[config.mk]
export PLATFORM = sky130hd
export DESIGN_NAME = lcd_mode_timing_controller_top
export DESIGN_NICKNAME = d
export VERILOG_FILES = /design/src/rtl/lmtc_pkg.sv /design/src/rtl/lcd_mode_timing_controller_top.sv /design/src/rtl/lmtc_step.sv
export SDC_FILE = /design/constraint.sdc
export NUM_CORES = 1
export LEC_CHECK = 0
export BUFFER_PORTS_ARGS = -buffer_cell sky130_fd_sc_hd__buf_2
export CAP_MARGIN = 20
export CELL_PAD_IN_SITES_DETAIL_PLACEMENT = 0
export CELL_PAD_IN_SITES_GLOBAL_PLACEMENT = 1
export CORE_UTILIZATION = 52
export CTS_CLUSTER_SIZE = 20
export DETAILED_ROUTE_END_ITERATION = 8
export GPL_TIMING_DRIVEN = 0
export HOLD_SLACK_MARGIN = 0.06
export MAX_ROUTING_LAYER = met4
export PLACE_DENSITY_LB_ADDON = 0.1
export SLEW_MARGIN = 40
export SYNTH_ARGS = -nofsm -noshare
export SYNTH_HDL_FRONTEND = slang
export SYNTH_HIERARCHICAL = 1
export SYNTH_SLANG_ARGS = --single-unit
[constraint.sdc]
create_clock -name clk -period 11.55 [get_ports clk]
set_input_delay 0.5775 -clock clk [delete_from_list [all_inputs] [get_ports clk]]
set_output_delay 0.5775 -clock clk [all_outputs]
set_load 0.02 [all_outputs]
[src/rtl/lmtc_pkg.sv]
// Shared types and constants for the LCD mode timing controller.
package lmtc_pkg;

  localparam int unsigned NUM_REGS = 12;

  localparam logic [7:0] VISIBLE_LINES = 8'd144;
  localparam logic [7:0] TOTAL_LINES   = 8'd154;

  localparam logic [7:0] STAT_WRITABLE = 8'b0111_1000;
  localparam logic [7:0] STAT_KEPT     = 8'b1000_0111;

  // Transaction kinds
  localparam logic [1:0] KIND_TICK  = 2'd0;
  localparam logic [1:0] KIND_READ  = 2'd1;
  localparam logic [1:0] KIND_WRITE = 2'd2;

  // PPU modes
  localparam logic [1:0] MODE_HBLANK = 2'd0;
  localparam logic [1:0] MODE_VBLANK = 2'd1;
  localparam logic [1:0] MODE_OAM    = 2'd2;
  localparam logic [1:0] MODE_XFER   = 2'd3;

  // Register offsets
  localparam logic [3:0] REG_LCDC = 4'd0;
  localparam logic [3:0] REG_STAT = 4'd1;
  localparam logic [3:0] REG_LY   = 4'd4;
  localparam logic [3:0] REG_LYC  = 4'd5;
  localparam logic [3:0] REG_DMA  = 4'd6;
  localparam logic [3:0] REG_LAST = 4'd11;

  // Configuration register indexes
  localparam logic [1:0] CFG_OAM_SCAN    = 2'd0;
  localparam logic [1:0] CFG_TRANSFER    = 2'd1;
  localparam logic [1:0] CFG_HBLANK      = 2'd2;
  localparam logic [1:0] CFG_VBLANK_LINE = 2'd3;

  localparam logic [9:0] OAM_SCAN_RESET    = 10'd80;
  localparam logic [9:0] TRANSFER_RESET    = 10'd172;
  localparam logic [9:0] HBLANK_RESET      = 10'd204;
  localparam logic [9:0] VBLANK_LINE_RESET = 10'd456;

  typedef struct packed {
    logic [1:0] mode;
    logic [7:0] cycles;
    logic [3:0] reg_offset;
    logic [7:0] write_data;
  } item_t;

  typedef struct packed {
    logic [7:0] read_data;
    logic [7:0] status_byte;
    logic [7:0] line_number;
    logic [1:0] ppu_mode;
    logic       vblank_irq;
    logic       stat_irq;
    logic       render_line;
    logic       frame_done;
    logic       dma_strobe;
    logic [7:0] dma_page;
  } result_t;

  typedef struct packed {
    logic [9:0] oam_scan_cycles;
    logic [9:0] transfer_cycles;
    logic [9:0] hblank_cycles;
    logic [9:0] vblank_line_cycles;
  } cfg_t;

  typedef struct packed {
    logic [NUM_REGS-1:0][7:0] regs;
    logic [1:0]               cur_mode;
    logic [15:0]              cycle_count;
    logic [1:0]               prior_mode;
    logic [7:0]               prior_line;
  } state_t;

endpackage

[src/rtl/lcd_mode_timing_controller_top.sv]
// Top level of the LCD mode timing controller: handshake, state and config registers.
//
// One transaction (tick, register read or register write) is accepted per clock: the
// transaction is captured in an input register, the single-pass update logic computes the
// new mode, line, STAT and interrupt flags, and the result lands in an output register
// together with the state update. Sustained rate is one transaction per cycle whenever
// result_ready is high. Configuration writes through cfg_we take effect at the next clock
// and are meant for idle periods only.
module lcd_mode_timing_controller_top (
  input  logic              clk,
  input  logic              rst,
  input  logic              item_valid,
  output logic              item_ready,
  input  lmtc_pkg::item_t   item,
  output logic              result_valid,
  input  logic              result_ready,
  output lmtc_pkg::result_t result,
  input  logic              cfg_we,
  input  logic [1:0]        cfg_index,
  input  logic [9:0]        cfg_data
);

  lmtc_pkg::item_t   item_q;
  logic              item_full;
  lmtc_pkg::result_t result_q;
  logic              result_full;
  lmtc_pkg::state_t  state;
  lmtc_pkg::state_t  state_next;
  lmtc_pkg::result_t result_next;
  lmtc_pkg::cfg_t    cfg;
  lmtc_pkg::state_t  state_reset;
  logic              fire;

  assign fire         = item_full && (!result_full || result_ready);
  assign item_ready   = !item_full || fire;
  assign result_valid = result_full;
  assign result       = result_q;

  always_comb begin
    state_reset = '0;
    state_reset.regs[lmtc_pkg::REG_STAT] = {6'd0, lmtc_pkg::MODE_OAM};
    state_reset.cur_mode   = lmtc_pkg::MODE_OAM;
    state_reset.prior_mode = lmtc_pkg::MODE_OAM;
  end

  lmtc_step u_step (
    .state_cur  (state),
    .cfg        (cfg),
    .item       (item_q),
    .state_next (state_next),
    .result     (result_next)
  );

  always_ff @(posedge clk) begin
    if (item_valid && item_ready) begin
      item_q <= item;
    end
    if (fire) begin
      result_q <= result_next;
    end
  end

  always_ff @(posedge clk) begin
    if (rst) begin
      item_full   <= 1'b0;
      result_full <= 1'b0;
      state       <= state_reset;
    end else begin
      if (item_valid && item_ready) begin
        item_full <= 1'b1;
      end else if (fire) begin
        item_full <= 1'b0;
      end
      if (fire) begin
        result_full <= 1'b1;
        state       <= state_next;
      end else if (result_ready) begin
        result_full <= 1'b0;
      end
    end
  end

  always_ff @(posedge clk) begin
    if (rst) begin
      cfg.oam_scan_cycles    <= lmtc_pkg::OAM_SCAN_RESET;
      cfg.transfer_cycles    <= lmtc_pkg::TRANSFER_RESET;
      cfg.hblank_cycles      <= lmtc_pkg::HBLANK_RESET;
      cfg.vblank_line_cycles <= lmtc_pkg::VBLANK_LINE_RESET;
    end else if (cfg_we) begin
      unique case (cfg_index)
        lmtc_pkg::CFG_OAM_SCAN:    cfg.oam_scan_cycles    <= cfg_data;
        lmtc_pkg::CFG_TRANSFER:    cfg.transfer_cycles    <= cfg_data;
        lmtc_pkg::CFG_HBLANK:      cfg.hblank_cycles      <= cfg_data;
        lmtc_pkg::CFG_VBLANK_LINE: cfg.vblank_line_cycles <= cfg_data;
        default:                   cfg.vblank_line_cycles <= cfg_data;
      endcase
    end
  end

endmodule

[src/rtl/lmtc_step.sv]
// Next-state and result logic for one transaction.
module lmtc_step (
  input  lmtc_pkg::state_t  state_cur,
  input  lmtc_pkg::cfg_t    cfg,
  input  lmtc_pkg::item_t   item,
  output lmtc_pkg::state_t  state_next,
  output lmtc_pkg::result_t result
);

  logic [7:0]  stat;
  logic [7:0]  ly;
  logic [7:0]  lyc;
  logic [7:0]  line_inc;
  logic [15:0] cnt_sum;
  logic [9:0]  thr;

  assign stat     = state_cur.regs[lmtc_pkg::REG_STAT];
  assign ly       = state_cur.regs[lmtc_pkg::REG_LY];
  assign lyc      = state_cur.regs[lmtc_pkg::REG_LYC];
  assign line_inc = ly + 8'd1;
  assign cnt_sum  = state_cur.cycle_count + {8'd0, item.cycles};

  always_comb begin
    unique case (state_cur.cur_mode)
      lmtc_pkg::MODE_OAM:    thr = cfg.oam_scan_cycles;
      lmtc_pkg::MODE_XFER:   thr = cfg.transfer_cycles;
      lmtc_pkg::MODE_HBLANK: thr = cfg.hblank_cycles;
      default:               thr = cfg.vblank_line_cycles;
    endcase
  end

  always_comb begin
    lmtc_pkg::state_t nxt;
    logic [7:0] stat_new;
    logic       lyc_chk;
    logic       req_stat;
    logic       req_vblank;
    logic       render;
    logic       frame;
    logic       dma;
    logic [7:0] page;
    logic [7:0] rd;

    nxt        = state_cur;
    lyc_chk    = 1'b0;
    req_stat   = 1'b0;
    req_vblank = 1'b0;
    render     = 1'b0;
    frame      = 1'b0;
    dma        = 1'b0;
    page       = 8'd0;
    rd         = 8'd0;

    unique case (item.mode)
      lmtc_pkg::KIND_TICK: begin
        if (state_cur.regs[lmtc_pkg::REG_LCDC][7]) begin
          nxt.prior_mode  = state_cur.cur_mode;
          nxt.prior_line  = ly;
          nxt.cycle_count = cnt_sum;
          if (cnt_sum >= {6'd0, thr}) begin
            nxt.cycle_count = cnt_sum - {6'd0, thr};
            unique case (state_cur.cur_mode)
              lmtc_pkg::MODE_OAM: begin
                nxt.cur_mode = lmtc_pkg::MODE_XFER;
              end
              lmtc_pkg::MODE_XFER: begin
                nxt.cur_mode = lmtc_pkg::MODE_HBLANK;
                render       = 1'b1;
                if (stat[3]) req_stat = 1'b1;
              end
              lmtc_pkg::MODE_HBLANK: begin
                nxt.regs[lmtc_pkg::REG_LY] = line_inc;
                lyc_chk = 1'b1;
                if (line_inc == lyc && stat[6]) req_stat = 1'b1;
                if (line_inc == lmtc_pkg::VISIBLE_LINES) begin
                  nxt.cur_mode = lmtc_pkg::MODE_VBLANK;
                  frame        = 1'b1;
                  req_vblank   = 1'b1;
                  if (stat[4]) req_stat = 1'b1;
                end else begin
                  nxt.cur_mode = lmtc_pkg::MODE_OAM;
                  if (stat[5]) req_stat = 1'b1;
                end
              end
              default: begin
                lyc_chk = 1'b1;
                if (line_inc == lyc && stat[6]) req_stat = 1'b1;
                if (line_inc >= lmtc_pkg::TOTAL_LINES) begin
                  nxt.regs[lmtc_pkg::REG_LY] = 8'd0;
                  nxt.cur_mode = lmtc_pkg::MODE_OAM;
                  if (lyc == 8'd0 && stat[6]) req_stat = 1'b1;
                  if (stat[5]) req_stat = 1'b1;
                end else begin
                  nxt.regs[lmtc_pkg::REG_LY] = line_inc;
                end
              end
            endcase
          end
        end
      end
      lmtc_pkg::KIND_READ: begin
        if (item.reg_offset <= lmtc_pkg::REG_LAST) begin
          rd = state_cur.regs[item.reg_offset];
        end
      end
      lmtc_pkg::KIND_WRITE: begin
        if (item.reg_offset <= lmtc_pkg::REG_LAST) begin
          unique case (item.reg_offset)
            lmtc_pkg::REG_LY: begin
            end
            lmtc_pkg::REG_LYC: begin
              nxt.regs[lmtc_pkg::REG_LYC] = item.write_data;
              lyc_chk = 1'b1;
              if (ly == item.write_data && stat[6]) req_stat = 1'b1;
            end
            lmtc_pkg::REG_DMA: begin
              dma  = 1'b1;
              page = item.write_data;
            end
            lmtc_pkg::REG_STAT: begin
              nxt.regs[lmtc_pkg::REG_STAT] = (item.write_data & lmtc_pkg::STAT_WRITABLE)
                                             | (stat & lmtc_pkg::STAT_KEPT);
            end
            lmtc_pkg::REG_LCDC: begin
              if (state_cur.regs[lmtc_pkg::REG_LCDC][7] && !item.write_data[7]) begin
                // disable: interrupt check still sees the LCD as on
                nxt.regs[lmtc_pkg::REG_LY] = 8'd0;
                nxt.cycle_count = 16'd0;
                nxt.cur_mode    = lmtc_pkg::MODE_HBLANK;
                lyc_chk = 1'b1;
                if (lyc == 8'd0 && stat[6]) req_stat = 1'b1;
                if (state_cur.prior_mode != lmtc_pkg::MODE_HBLANK && stat[3]) req_stat = 1'b1;
              end else if (!state_cur.regs[lmtc_pkg::REG_LCDC][7] && item.write_data[7]) begin
                nxt.regs[lmtc_pkg::REG_LY] = 8'd0;
                nxt.cycle_count = 16'd0;
                nxt.cur_mode    = lmtc_pkg::MODE_OAM;
                lyc_chk = 1'b1;
                if (lyc == 8'd0 && stat[6]) req_stat = 1'b1;
              end
              nxt.regs[lmtc_pkg::REG_LCDC] = item.write_data;
            end
            default: begin
              nxt.regs[item.reg_offset] = item.write_data;
            end
          endcase
        end
      end
      default: begin
      end
    endcase

    stat_new      = nxt.regs[lmtc_pkg::REG_STAT];
    stat_new[1:0] = nxt.cur_mode;
    if (lyc_chk) begin
      stat_new[2] = (nxt.regs[lmtc_pkg::REG_LY] == nxt.regs[lmtc_pkg::REG_LYC]);
    end
    nxt.regs[lmtc_pkg::REG_STAT] = stat_new;

    state_next         = nxt;
    result.read_data   = rd;
    result.status_byte = stat_new;
    result.line_number = nxt.regs[lmtc_pkg::REG_LY];
    result.ppu_mode    = nxt.cur_mode;
    result.vblank_irq  = req_vblank;
    result.stat_irq    = req_stat;
    result.render_line = render;
    result.frame_done  = frame;
    result.dma_strobe  = dma;
    result.dma_page    = page;
  end

endmodule
==> results of run 1 <==
metal layers:
metal	track usage	vias to the layer above
met5	-	-
met4	0.07094	0
met3	0.02539	51
met2	0.4576	306
met1	0.4141	5182
li1	-	5144
registers in the layout, indices dropped and copies added (netlist names):
register      flops
state           116
result_valid      1
result           39
cfg              40
item_q           22
item_full         1
stage by stage:
stage | hold slack (ps) | total power, mW
finish | 214.1 | 1.813
global route | 197.7 | 1.870
CTS | 190.0 | 1.829
detailed placement | 446.3 | 1.011
global placement | 440.4 | 1.008
floorplan | 433.1 | 0.9519
cell type report:
class | count | area (um^2)
fill | 2243 | 10080
multi-input combinational | 1035 | 7734
sequential | 219 | 4995
clock buffer | 40 | 775.7
buffer | 125 | 689.4
timing repair buffer | 81 | 427.9
tap | 330 | 412.9
inverter | 36 | 135.1
clock inverter | 8 | 76.32
final timing paths:
path	startpoint	end	slack [ps]	cells after the start
max	state[26]	state[38]	5810	20
min	item[16]	item_q[16]	210	1
max reg2reg	state[26]	state[38]	5810	20
min reg2reg	cfg[28]	cfg[28]	450	2
power groups by stage:
stage	logic [mW]	registers, mW	clock network [mW]
after global routing	0.195	0.815	0.859
after CTS	0.181	0.814	0.834
after floorplan	0.117	0.835	0
final	0.182	0.814	0.817
after detailed placement	0.181	0.830	0
after global placement	0.178	0.830	0
cell usage in the layout, fill, tap and decap left out, types with 28 or more instances in the layout:
| cell type | count |
|---|---|
| buf_2 | 101 |
| mux2_2 | 69 |
| inv_1 | 35 |
| edfxtp_1 | 61 |
| nor2_1 | 64 |
| clkbuf_16 | 28 |
| buf_4 | 28 |
| a21oi_1 | 78 |
| o21ai_0 | 47 |
| dfxtp_1 | 158 |
| mux4_2 | 34 |
| nor3_1 | 32 |
| clkbuf_1 | 72 |
| nand2_1 | 114 |
| mux2i_1 | 134 |
| nand2b_1 | 236 |
| xnor2_1 | 33 |
worst reg2reg max path: cells and delay by family, from the launching register on:
kind	cells	cell delay, ps
AND/OR/NAND/NOR	6	1220
flip-flops	1	400
adder cells (fa/ha/maj)	2	440
buffers and inverters	4	1570
XOR/XNOR	1	200
AO/OA/AOI/OAI	4	940
multiplexers	3	920
==> out/results.tsv, run 1 <==
metric	value	unit
status	completed	
seqPwrFrac	0.449	
max_freq	174.3	MHz
grt_pass1_wl	59.12	mm
path_cells	clkbuf_1, clkbuf_1, mux4_2, ha_1, fa_1, nand2b_1, o2bb2ai_1, nor3_1, nor4_1, nand4b_1, o21ai_2, buf_6, mux2i_1, xnor2_1, o2111a_1, nand4_1, o21ai_1, buf_4, nand2b_1, mux2i_1	
wl_per_cell	19.75	um
start_util	0.5343	
fin_area	15250	um^2
ant_nets	0	
die_x	163.3	um
postCtsHoldBufs	0	
layout.nets	1588	
finalClockSkew	12.19	ps
cts_resized	0	
antenna_found_initial	0	
hpwlAfterDp	27.02	mm
switching_share	0.2491	
dp_cells	1826	
p_clk_frac	0.451	
synth_nets	1479	
power.leakage	5.650	nW
place_area	14390	um^2
period_minus_slack	5737	ps
crit_family	buffers and inverters	
grt_max_degree	49	
maxCapViolations	0	
start_kind	flip-flop	
period_share	0.4967	
critical_path_peak_fanout	10	
cp_slowest_stage_delay	640	ps
first_global_vias	10480	
p_comb_frac	0.100	
die_area	26670	um^2
tns	0	ps
internal_power	1.362	mW
num_rows	58	
slowest_stage	clkbuf_1	
ys_warn_count	6	
critPathArrivalTime	6200	ps
final_cells	1874	
rsz0062_at_grt	no	
vdd_drop_max	0.1115	mV
clockBufferDepth	3	
setup.worst_path.end_class	flip-flop	
track_usage	0.2946	
drtIter0Drc	762	
clkSinkCount	219	
htree_num_levels	1	
cts-root-buf	clkbuf_16	
routed_via_density	5.701	
numCtsBuffers	26	
worstMarginPinSlew	851.2	ps
path_class	reg -> reg	
worst_slack	5813	ps
slew_viol_final	0	
top_layer_used	met4	
num_vias	10680	
clk_latency	540	ps
p_per_area	118.9	nW/um^2
die_h	163.3	um
diodes	0	
hold_viol_final	0	
tritoncts	yes	
clkTransAtPathRegs	60	ps
setup_viol	0	
area_delta_synth_final	12.67	%
synth_area	13530	um^2
cp_num_buf_inv	4	
post_cts_buffers	0	
syn-instance-count	1415	
drt-met1-wl	17.49	mm
p_switching	0.4518	mW
pre_cts_ws	5981	ps
grt_overflow	0	
timing.slew.headroom	0.4325	
core_region_area	25330	um^2
drcViolationCount	0	
met2_length	16.80	mm
cp.required	12020	ps
hp-class	in -> reg	
io_pins	80	
dr.pass1.iters	6	
gp_congestion	0.9214	
drive_above_1_share	0.1949	
wl_met3	1.932	mm
portBuffers	78	
drt_wl_total	37.01	mm
final_util	0.6020	
synth_area_per_cell	9.563	um^2
Power figures use the tool's default switching activity.
==> run 2: changes to the inputs <==
- ABC_AREA: not set -> 1
- CORE_UTILIZATION: 52 -> 45
- clock period: 11.55 -> 5.9 ns (I/O delays scaled with it)
==> out/results.tsv, run 2 <==
metric	value	unit	change
status	completed		unchanged
final_cells	2620		was 1874
grt_pass1_wl	74.97	mm	was 59.12 mm
htree_num_levels	1		unchanged
clkSinkCount	219		unchanged
reg2reg_from	state[27]		was state[26]
grt_busiest_layer	met2		unchanged
r2r_end	state[38]		unchanged
power.leakage	7.080	nW	was 5.650 nW
synth_area	13740	um^2	was 13530 um^2
grt_overflow	0		unchanged
num_rows	63		was 58
gp_congestion	0.9547		was 0.9214
rrSetupSlack	860	ps	was 5810 ps
final-seq-area	4995	um^2	unchanged
fin_area	15820	um^2	was 15250 um^2
tritoncts	yes		unchanged
finalClockSkew	13.51	ps	was 12.19 ps
io_pins	80		unchanged
wl_per_cell	18.57	um	was 19.75 um
pre_cts_ws	849.0	ps	was 5981 ps
largest_reg_flops	116		unchanged
worst_slack	859.7	ps	was 5813 ps
dp_cells	2537		was 1826
fillers	3044		was 2243
worstMarginPinSlew	969.2	ps	was 851.2 ps
routed_via_density	5.462		was 5.701
rsz0062_at_grt	no		unchanged
core_region_area	29800	um^2	was 25330 um^2
drcViolationCount	0		unchanged
die_x	176.7	um	was 163.3 um
maxCapViolations	0		unchanged
critical_path_peak_fanout	10		unchanged
period_share	0.8543		was 0.4967
setup.worst_path.end_class	flip-flop		unchanged
post_cts_buffers	0		unchanged
mostFrequentLayoutCell	nand2_1		was nand2b_1
setup_viol	0		unchanged
top_register	state		unchanged
track_usage	0.3212		was 0.2946
antenna_found_initial	1		was 0
grtUsageMet2	0.4824		was 0.4576
slew_viol_final	0		unchanged
hold_ws	148.0	ps	was 214.1 ps
cp.required	6340	ps	was 12020 ps
max_freq	198.4	MHz	was 174.3 MHz
reg2regPathDepth	30		was 20
use_met3	0.05777		was 0.02539
die_area	31230	um^2	was 26670 um^2
die_h	176.7	um	was 163.3 um
use_met1	0.4363		was 0.4141
synth_area_per_cell	6.636	um^2	was 9.563 um^2
path_class	reg -> reg		unchanged
hpwlAfterDp	34.76	mm	was 27.02 mm
clockBufferDepth	3		unchanged
syn-instance-count	2070		was 1415
period_minus_slack	5040	ps	was 5737 ps
timing.slew.headroom	0.3539		was 0.4325
p_per_area	272.7	nW/um^2	was 118.9 nW/um^2
clkTransAtPathRegs	60	ps	about the same
layout.nets	2273		was 1588
whs_path_depth	3		was 1
tns	0	ps	unchanged
multi_input_area	6994	um^2	was 7734 um^2
hp-class	in -> reg		unchanged
min_from	cfg_index[1]		was item[16]
grt_max_degree	40		was 49
hold_viol_final	0		unchanged
drive_above_1_share	0.1157		was 0.1949
final_util	0.5309		was 0.6020
min_to	cfg[16]		was item_q[16]
portBuffers	77		was 78
cp_slowest_stage_delay	750	ps	was 640 ps
final_cell_mix	nand2_1, inv_1, nor2_1		was nand2b_1, dfxtp_1, mux2i_1
vdd_drop_max	0.1899	mV	was 0.1115 mV
numCtsBuffers	26		unchanged
power.total	4.314	mW	was 1.813 mW
drt_wl_total	48.66	mm	was 37.01 mm
start_kind	flip-flop		unchanged
cts-root-buf	clkbuf_16		unchanged
cp_common_cell	nand2_1		
synth_nets	2134		was 1479
ant_nets	0		unchanged
slowest_stage	nor2_1		was clkbuf_1
place_area	14620	um^2	was 14390 um^2
num_vias	14310		was 10680
first_global_vias	13020		was 10480
dr.pass1.iters	6		unchanged
clk_latency	550	ps	was 540 ps
drtIter0Drc	1260		was 762
ys_warn_count	6		unchanged
critPathArrivalTime	5480	ps	was 6200 ps
area_delta_synth_final	15.18	%	was 12.67%
start_util	0.4610		was 0.5343
[run 2: layer usage]
layer / wire length [um] / share of wire / vias to the layer above
li1: - / - / 7006
met3: 4186 / 0.086 / 107
met4: 1454 / 0.030 / 0
met5: 0 / 0 / -
met2: 21170 / 0.43 / 558
met1: 21850 / 0.45 / 6640
[run 2: worst max path at each step]
stage	cells past startpoint	endpoint	startpoint
after floorplan	32	state[38]	state[26]
after global placement	32	state[38]	state[26]
after detailed placement	32	state[38]	state[26]
after CTS	32	state[38]	state[26]
after global routing	32	state[38]	state[27]
final	30	state[38]	state[27]
[run 2: critical path: cells and delay by family, from the launching register on]
family | cells | cell delay (ps)
simple gates | 22 | 2790
buf+inv | 5 | 890
flops | 1 | 460
fa+ha+maj | 1 | 430
compound gates | 2 | 340
[run 2: report_power, final]
part           switching [mW]  internal (mW)
Combinational           0.631          0.343
Clock                   0.671          0.943
Sequential             0.0832           1.64
[run 2: final cells by class]
| class | instances | share of cell area |
|---|---|---|
| antenna | 1 | 0.0001582 |
| buffer | 151 | 0.04666 |
| clock buffer | 40 | 0.04888 |
| clock inverter | 8 | 0.005062 |
| inverter | 272 | 0.06469 |
| multi-input combinational | 1428 | 0.4421 |
| sequential | 219 | 0.3157 |
| tap | 390 | 0.03084 |
| timing repair buffer | 111 | 0.04587 |
[run 2: timing repair]
| item | in CTS | in global routing |
|---|---|---|
| hold buffers | 34 | 0 |
| endpoints found under the hold margin | 49 | 0 |
| gates resized for setup | 0 | 0 |
